--- config.mk ---
export PLATFORM = sky130hd
export DESIGN_NAME = brf_ctrl
export DESIGN_NICKNAME = d
export VERILOG_FILES = /design/src/brf_pkg.sv /design/src/brf_ctrl.sv
export VERILOG_INCLUDE_DIRS = /design/src /design/src/src
export SDC_FILE = /design/constraint.sdc
export NUM_CORES = 1
export LEC_CHECK = 0
export BUFFER_PORTS_ARGS = -buffer_cell sky130_fd_sc_hd__clkbuf_2
export CELL_PAD_IN_SITES_DETAIL_PLACEMENT = 1
export CELL_PAD_IN_SITES_GLOBAL_PLACEMENT = 2
export CORE_AREA = 2 2 187 189
export DETAILED_ROUTE_END_ITERATION = 8
export DIE_AREA = 0 0 189 191
export PLACE_DENSITY_LB_ADDON = 0.1
export SYNTH_ARGS = -nofsm -noshare
export SYNTH_HDL_FRONTEND = slang
export SYNTH_SLANG_ARGS = --single-unit
--- constraint.sdc ---
create_clock -name clk -period 4.3 [get_ports clk]
set_input_delay 0.43 -clock clk [delete_from_list [all_inputs] [get_ports clk]]
set_output_delay 0.43 -clock clk [all_outputs]
set_load 0.02 [all_outputs]
--- src/assert_macros.svh ---
// Concurrent assertion helpers, compiled out when ASSERT_OFF is set.
`ifndef ASSERT_MACROS_SVH
`define ASSERT_MACROS_SVH

`ifndef ASSERT_OFF

`define ASSERT_IMPLY(label, clk, rst_n, pre, post) \
    label: assert property (@(posedge clk) disable iff (!rst_n) (pre) |-> (post)) \
        else $error("assertion failed: same-cycle implication");

`define ASSERT_NEXT(label, clk, rst_n, pre, post) \
    label: assert property (@(posedge clk) disable iff (!rst_n) (pre) |=> (post)) \
        else $error("assertion failed: next-cycle implication");

`else

`define ASSERT_IMPLY(label, clk, rst_n, pre, post)

`define ASSERT_NEXT(label, clk, rst_n, pre, post)

`endif

`endif

--- src/brf_pkg.sv ---
package brf_pkg;

    localparam int CAPACITY  = 4096;
    localparam int MAX_BYTES = 8;

    localparam int PTR_W  = $clog2(CAPACITY);
    localparam int CNT_W  = $clog2(CAPACITY + 1);
    localparam int IDX_W  = (MAX_BYTES > 1) ? $clog2(MAX_BYTES) : 1;
    localparam int BC_W   = 4;
    localparam int DATA_W = 64;
    localparam int FILL_W = 13;

    localparam logic [PTR_W-1:0] PTR_LAST = PTR_W'(CAPACITY - 1);

    typedef enum logic [1:0] {
        FUNC_PUSH  = 2'd0,
        FUNC_POP   = 2'd1,
        FUNC_QUERY = 2'd2,
        FUNC_CLEAR = 2'd3
    } func_t;

    typedef struct packed {
        logic             wr_en;
        logic             rd_en;
        logic             rd_last;
        logic             pop_start;
        logic [PTR_W-1:0] addr;
        logic [7:0]       wdata;
    } store_cmd_t;

    function automatic logic [PTR_W-1:0] next_ptr(input logic [PTR_W-1:0] p);
        logic [PTR_W-1:0] q;
        q = (p == PTR_LAST) ? '0 : p + PTR_W'(1);
        return q;
    endfunction

endpackage

--- src/brf_ctrl.sv ---
`include "assert_macros.svh"

module brf_ctrl (
    input  logic                        clk,
    input  logic                        rst_n,
    input  logic                        start,
    input  logic [1:0]                  func,
    input  logic [brf_pkg::BC_W-1:0]    byte_count,
    input  logic [brf_pkg::DATA_W-1:0]  push_bytes,
    input  logic                        pop_ack,
    input  logic [brf_pkg::DATA_W-1:0]  pop_data,
    output brf_pkg::store_cmd_t         cmd,
    output logic                        busy,
    output logic                        done,
    output logic                        ok,
    output logic [brf_pkg::DATA_W-1:0]  pop_bytes,
    output logic [brf_pkg::FILL_W-1:0]  fill_level
);

    localparam int SUM_W = brf_pkg::CNT_W + 1;

    typedef enum logic [1:0] {
        ST_IDLE,
        ST_PUSH,
        ST_POP
    } state_t;

    state_t                      state_reg;
    logic [brf_pkg::PTR_W-1:0]   wp_reg;
    logic [brf_pkg::PTR_W-1:0]   rp_reg;
    logic [brf_pkg::CNT_W-1:0]   cnt_reg;
    logic [brf_pkg::BC_W-1:0]    left_reg;
    logic [brf_pkg::BC_W-1:0]    n_reg;
    logic [brf_pkg::DATA_W-1:0]  data_reg;
    logic                        done_reg;
    logic                        ok_reg;
    logic [brf_pkg::DATA_W-1:0]  pop_bytes_reg;

    brf_pkg::func_t              func_code;
    logic                        accept;
    logic                        n_ok;
    logic                        room;
    logic                        enough;
    logic [SUM_W-1:0]            push_sum;
    logic                        clear_accept;
    logic                        all_zero;

    assign func_code = brf_pkg::func_t'(func);
    assign accept    = start && (state_reg == ST_IDLE);
    assign n_ok      = (byte_count != '0) &&
                       (byte_count <= brf_pkg::BC_W'(brf_pkg::MAX_BYTES));
    assign push_sum  = SUM_W'(cnt_reg) + SUM_W'(byte_count);
    assign room      = push_sum <= SUM_W'(brf_pkg::CAPACITY);
    assign enough    = cnt_reg >= brf_pkg::CNT_W'(byte_count);

    assign clear_accept = accept && (func_code == brf_pkg::FUNC_CLEAR);
    assign all_zero     = (cnt_reg == '0) && (wp_reg == '0) && (rp_reg == '0);

    always_comb
    begin
        cmd.wr_en     = (state_reg == ST_PUSH);
        cmd.rd_en     = (state_reg == ST_POP) && (left_reg != '0);
        cmd.rd_last   = (left_reg == brf_pkg::BC_W'(1));
        cmd.pop_start = accept && (func_code == brf_pkg::FUNC_POP) && n_ok && enough;
        cmd.addr      = (state_reg == ST_PUSH) ? wp_reg : rp_reg;
        cmd.wdata     = data_reg[7:0];
    end

    always_ff @(posedge clk or negedge rst_n)
    begin
        if (!rst_n)
        begin
            state_reg     <= ST_IDLE;
            wp_reg        <= '0;
            rp_reg        <= '0;
            cnt_reg       <= '0;
            left_reg      <= '0;
            n_reg         <= '0;
            data_reg      <= '0;
            done_reg      <= 1'b0;
            ok_reg        <= 1'b0;
            pop_bytes_reg <= '0;
        end
        else
        begin
            done_reg <= 1'b0;
            case (state_reg)
                ST_IDLE:
                begin
                    if (start)
                    begin
                        case (func_code)
                            brf_pkg::FUNC_PUSH:
                            begin
                                if (n_ok && room)
                                begin
                                    state_reg <= ST_PUSH;
                                    left_reg  <= byte_count;
                                    n_reg     <= byte_count;
                                    data_reg  <= push_bytes;
                                end
                                else
                                begin
                                    done_reg      <= 1'b1;
                                    ok_reg        <= 1'b0;
                                    pop_bytes_reg <= '0;
                                end
                            end
                            brf_pkg::FUNC_POP:
                            begin
                                if (n_ok && enough)
                                begin
                                    state_reg <= ST_POP;
                                    left_reg  <= byte_count;
                                    n_reg     <= byte_count;
                                end
                                else
                                begin
                                    done_reg      <= 1'b1;
                                    ok_reg        <= 1'b0;
                                    pop_bytes_reg <= '0;
                                end
                            end
                            brf_pkg::FUNC_QUERY:
                            begin
                                done_reg      <= 1'b1;
                                ok_reg        <= 1'b1;
                                pop_bytes_reg <= '0;
                            end
                            brf_pkg::FUNC_CLEAR:
                            begin
                                wp_reg        <= '0;
                                rp_reg        <= '0;
                                cnt_reg       <= '0;
                                done_reg      <= 1'b1;
                                ok_reg        <= 1'b1;
                                pop_bytes_reg <= '0;
                            end
                            default:
                            begin
                                done_reg      <= 1'b1;
                                ok_reg        <= 1'b0;
                                pop_bytes_reg <= '0;
                            end
                        endcase
                    end
                end
                ST_PUSH:
                begin
                    // write one byte per beat, lowest byte first
                    wp_reg   <= brf_pkg::next_ptr(wp_reg);
                    data_reg <= data_reg >> 8;
                    left_reg <= left_reg - brf_pkg::BC_W'(1);
                    if (left_reg == brf_pkg::BC_W'(1))
                    begin
                        cnt_reg       <= cnt_reg + brf_pkg::CNT_W'(n_reg);
                        done_reg      <= 1'b1;
                        ok_reg        <= 1'b1;
                        pop_bytes_reg <= '0;
                        state_reg     <= ST_IDLE;
                    end
                end
                ST_POP:
                begin
                    if (left_reg != '0)
                    begin
                        rp_reg   <= brf_pkg::next_ptr(rp_reg);
                        left_reg <= left_reg - brf_pkg::BC_W'(1);
                    end
                    // hold until the last read byte returns
                    if (pop_ack)
                    begin
                        cnt_reg       <= cnt_reg - brf_pkg::CNT_W'(n_reg);
                        done_reg      <= 1'b1;
                        ok_reg        <= 1'b1;
                        pop_bytes_reg <= pop_data;
                        state_reg     <= ST_IDLE;
                    end
                end
                default:
                begin
                    state_reg <= ST_IDLE;
                end
            endcase
        end
    end

    assign busy       = (state_reg != ST_IDLE);
    assign done       = done_reg;
    assign ok         = ok_reg;
    assign pop_bytes  = pop_bytes_reg;
    assign fill_level = brf_pkg::FILL_W'(cnt_reg);

    `ASSERT_IMPLY(a_cnt_bound, clk, rst_n, 1'b1, cnt_reg <= brf_pkg::CNT_W'(brf_pkg::CAPACITY))
    `ASSERT_NEXT(a_clear_empties, clk, rst_n, clear_accept, all_zero && done_reg)
    `ASSERT_IMPLY(a_ack_after_reads, clk, rst_n, pop_ack, state_reg == ST_POP && left_reg == '0)
    `ASSERT_NEXT(a_push_moves_wp, clk, rst_n, state_reg == ST_PUSH, wp_reg != $past(wp_reg))

endmodule

After elaboration in Yosys (flattened, before gate mapping). Index checks and enable logic that the tools add are counted.

Equal/unequal tests: 22. $add $sub $neg: 6. Reduce and logical (&&, ||, !) cells: 26. Multiplexer cells: 51. Order comparisons: 3.

Operators with widths (count): $mux W64 (8); $pmux W64 S3 (2); $pmux W64 S2 (1); $mux W12 (6); $mux W13 (4); $pmux W12 S2 (2); $pmux W13 S3 (1); $add A12 B1 Y12 const B (2); $eq A12 B12 Y1 const B (2); $reduce_and A6 Y1 (3); $mux W4 (4); $add A13 B4 Y14 (1); $le A14 B13 Y1 const B (1); $add A13 B4 Y13 (1); $ge A13 B4 Y1 (1); $sub A13 B4 Y13 (1); $pmux W1 S3 (4); $pmux W4 S3 (1); $mux W1 (10); $mux W2 (5); $ne A2 B1 Y1 const B (5); $reduce_and A5 Y1 (2); $ne A3 B3 Y1 const B (3); $logic_and A1 B1 Y1 (8); 18 further kinds (30).

Logic and storage cells: 118. Register bits: 177.

Logic depth before layout (Yosys ltp).
Depth after elaboration: 7. Mapped depth: 14. Mapped depth without buffers: 12.

Worst setup path before layout. No wires, ideal clock.

Path type: flip-flop to flip-flop. Start: register cnt_reg, in the netlist fill_level[0]. End: register data_reg[0] in the netlist's numbering. Clock period less this slack: 3.539 ns. Arrival: 3.412 ns. Cell stages (with the launch flop): 11. Required time: 4.173 ns. Setup slack: 0.761 ns. Path through: dfrtp_1 ha_1 fa_1 xnor2_1 a2111oi_0 o221ai_1 or3_1 o31a_1 o32ai_4 buf_6 mux2_1.

Cells in the longest elaborated chain, start to end: 5.

RTL lines: start: declaration (RTL line brf_ctrl.sv:31) `logic [brf_pkg::CNT_W-1:0] cnt_reg;`; start signal: assignment (RTL line brf_ctrl.sv:156) `cnt_reg <= cnt_reg + brf_pkg::CNT_W'(n_reg);`; start signal: assignment (RTL line brf_ctrl.sv:173) `cnt_reg <= cnt_reg - brf_pkg::CNT_W'(n_reg);`; $add A13 B4 Y14 (RTL line brf_ctrl.sv:52) `assign push_sum = SUM_W'(cnt_reg) + SUM_W'(byte_count);`; $le A14 B13 Y1 (RTL line brf_ctrl.sv:53) `assign room = push_sum <= SUM_W'(brf_pkg::CAPACITY);`; $logic_and A1 B1 Y1 (RTL line brf_ctrl.sv:95) `if (n_ok && room)`; $ne A2 B1 Y1 (no source line); $reduce_and A4 Y1 (no source line); end signal: assignment (RTL line brf_ctrl.sv:100) `data_reg <= push_bytes;`; end signal: assignment (RTL line brf_ctrl.sv:152) `data_reg <= data_reg >> 8;`; end: declaration (RTL line brf_ctrl.sv:34) `logic [brf_pkg::DATA_W-1:0] data_reg;`.

Every way passes these cells. A chain may end at the register's enable or synchronous reset.

Worst setup path after layout.
Start: register cnt_reg, in the netlist fill_level[0]. End: register data_reg[57] in the netlist's numbering.

Same word-level chain as after synthesis.

==> impl_metrics.ini <==
[outcome]
outcome = complete, but fails checks
violations = negative hold slack

[timing]
fin_hold_ws_ns = -0.02427
worst_pin_slew_ns = 1.054
fin_skew_ns = 0.01407
timing.final.crit_share = 0.8940
slew_violations = 0
final-hold-violation-count = 8
finalSetupTns_ns = 0
rsz0062_at_grt = no
max-slew-margin-rel = 0.2974
max_clock_freq_ghz = 0.2601
finalCriticalPeriod_ns = 3.844
setup_viol = 0
fin_ws_ns = 0.4559

[routing]
vias = 10530
ant_nets = 0
dr.pass1.iters = 5
first_iter_violations = 460
post_drt_wl_per_cell_um = 20.27
drc_errors = 0
postRouteWirelength_mm = 38.27
drt-vias-per-instance = 5.577

[yosys]
synthTopCellsByArea = dfrtp_1 (38%), mux2_2 (7.4%), mux2_1 (5.9%)
synth-edff-count = 0
synth_xor_area_frac = 0.01903
synth-simple-area-share = 0.1808
syn_nets = 1436
async_flop_share = 1.000
yosysTopAreaCellShare = 0.3849
ys_types = 56
yosysSeqAreaShare = 0.3849
synthMuxAreaShare = 0.1401
synth.cell_area_mm2 = 0.01151
ys_ff_latch = 177
yosysWarnings = 0
synth_top_family_by_area = compound AO/OA/AOI/OAI gates
avgSynthCellArea_um2 = 9.088
synth_top_area_cell = dfrtp_1
netlist_instances = 1266
synth_compound_area_frac = 0.1811
synthFlopType = dfrtp_1
synthAdderAreaFrac = 0.03610

[floorplan]
die_h_um = 191
io_pins = 242
core_mm2 = 0.03412
die_w_um = 189
num_rows = 68
dieArea_mm2 = 0.03610
initial_core_util = 0.3372

[clocking]
ctsRootBufferMaster = clkbuf_16
clkSlewWorstSetupHoldPaths_ns = 0.08
postCtsSetupRepairBufs = 0
cts_buffers = 17
cts.path.max_buffers = 2
post_cts_resized = 0
insertion_delay_ns = 0.45
cts_sinks = 177
htreeDepth = 4
cts_tree = done
hold_buffers = 0

[setup_path]
crit_arrival_ns = 4.18
path_class = reg2reg
crit_fanout = 64
end_kind = flip-flop
startpoint = fill_level[0]$_DFFE_PN0P_
r2r_start = fill_level[0]$_DFFE_PN0P_
cp.required_ns = 4.64
cp-start-kind = flip-flop
reg2reg_setup_slack_ns = 0.46

[layout]
drive_gt1_frac = 0.2680
final_cell_mix = clkbuf_2 (240), dfrtp_1 (177), nor2_1 (105), nand2_1 (104), nand3_1 (88)
layout_commonest_cell = clkbuf_2
diodes = 0
final_util = 0.3991
fin_area_mm2 = 0.01362
area_delta_synth_final_pct = 18.36
nets = 1590

[pwr]
leakage_uw = 0.006147
total_power_uw = 9715
peakVddDrop_v = 0.0005274
power_density_mw_per_mm2 = 713.4

[global_route]
grt_pass1_wl_mm = 60.46
track_usage = 0.2109
grt_overflow = 0
antenna_found_initial = 1
grt_pass1_vias = 10700
grt_max_degree = 100

[placement]
hpwl_mm = 24.41
dpl-instance-area_mm2 = 0.01301
place_ws_ns = 0.2960
io_buffers = 241
gp_congestion = 0.7756

[worst_hold_path]
hp-class = in2async

[flow_run]
cap_violations = 0
==> cells by family after synthesis <==
logic type,count (synthesis)
multiplexers,144
adder cells (fa/ha/maj),32
AO/OA/AOI/OAI,286
AND/OR/NAND/NOR,446
buffers and inverters,156
flip-flops,177
XOR/XNOR,25
==> layer usage <==
layer,track usage,up-vias,part of all wire
met5,0,-,0.00034
met4,0.05589,2,0.013
met3,0.05030,36,0.051
met2,0.3378,195,0.46
met1,0.2846,5290,0.47
li1,-,5007,-
==> cell type report <==
class / count / area (um2)
Clock inverter: 13 / 152.6
Timing Repair Buffer: 263 / 1443
Inverter: 28 / 105.1
Multi-Input combinational cell: 933 / 6466
Clock buffer: 19 / 452.9
Fill cell: 3998 / 20500
Tap cell: 455 / 569.3
Sequential cell: 177 / 4429
==> per-stage QoR <==
stage | instances | hold WS [ns]
2_1_floorplan | 1266 | 0.1344
4_1_cts | 1888 | 0.006519
3_5_place_dp | 1856 | 0.4729
5_1_grt | 1888 | 0.01951
6_report | 1888 | -0.02427
3_3_place_gp | 1856 | 0.4611
==> where the power goes <==
group	switching, uW	internal (uW)
clock	801	863
sequential	536	2350
combinational	3270	1890
==> worst max-delay path: stages, from the launching register on <==
cell	delay (ns)
dfrtp_1	0.42
ha_1	0.23
fa_1	0.42
xnor2_1	0.14
a2111oi_0	0.45
o221ai_1	0.20
or3_1	0.40
o31a_2	0.39
o32ai_4	0.29
buf_12	0.35
mux2_2	0.39
==> cell usage after synthesis, drive strengths merged, types with 3 or more instances <==
cell type,number
o31a,3
a21o,3
dfrtp,177
a31oi,4
or4,4
or2,3
a211oi,4
nand4,8
nor2,105
nand2,105
a21oi,83
o21a,4
o31ai,5
a22o,7
and2,6
o21ai,25
nand3,89
nand2b,6
and3,6
nor3,78
mux2i,8
xnor2,14
o311ai,66
xor2,11
nor2b,16
mux2,136
clkbuf,104
o2111ai,67
nor4,3
buf,24
inv,28
ha,30
or3,7
==> path summary, 6_finish.rpt <==
check	to	cells past startpoint
min reg2reg	data_reg[42]$_DFFE_PN0P_	1
max in group asynchronous	data_reg[12]$_DFFE_PN0P_	2
min in group clk	data_reg[62]$_DFFE_PN0P_	3
max	data_reg[57]$_DFFE_PN0P_	10
max reg2reg	data_reg[57]$_DFFE_PN0P_	10
min	n_reg[3]$_DFFE_PN0P_	1
(Power assumes the default switching activity.)
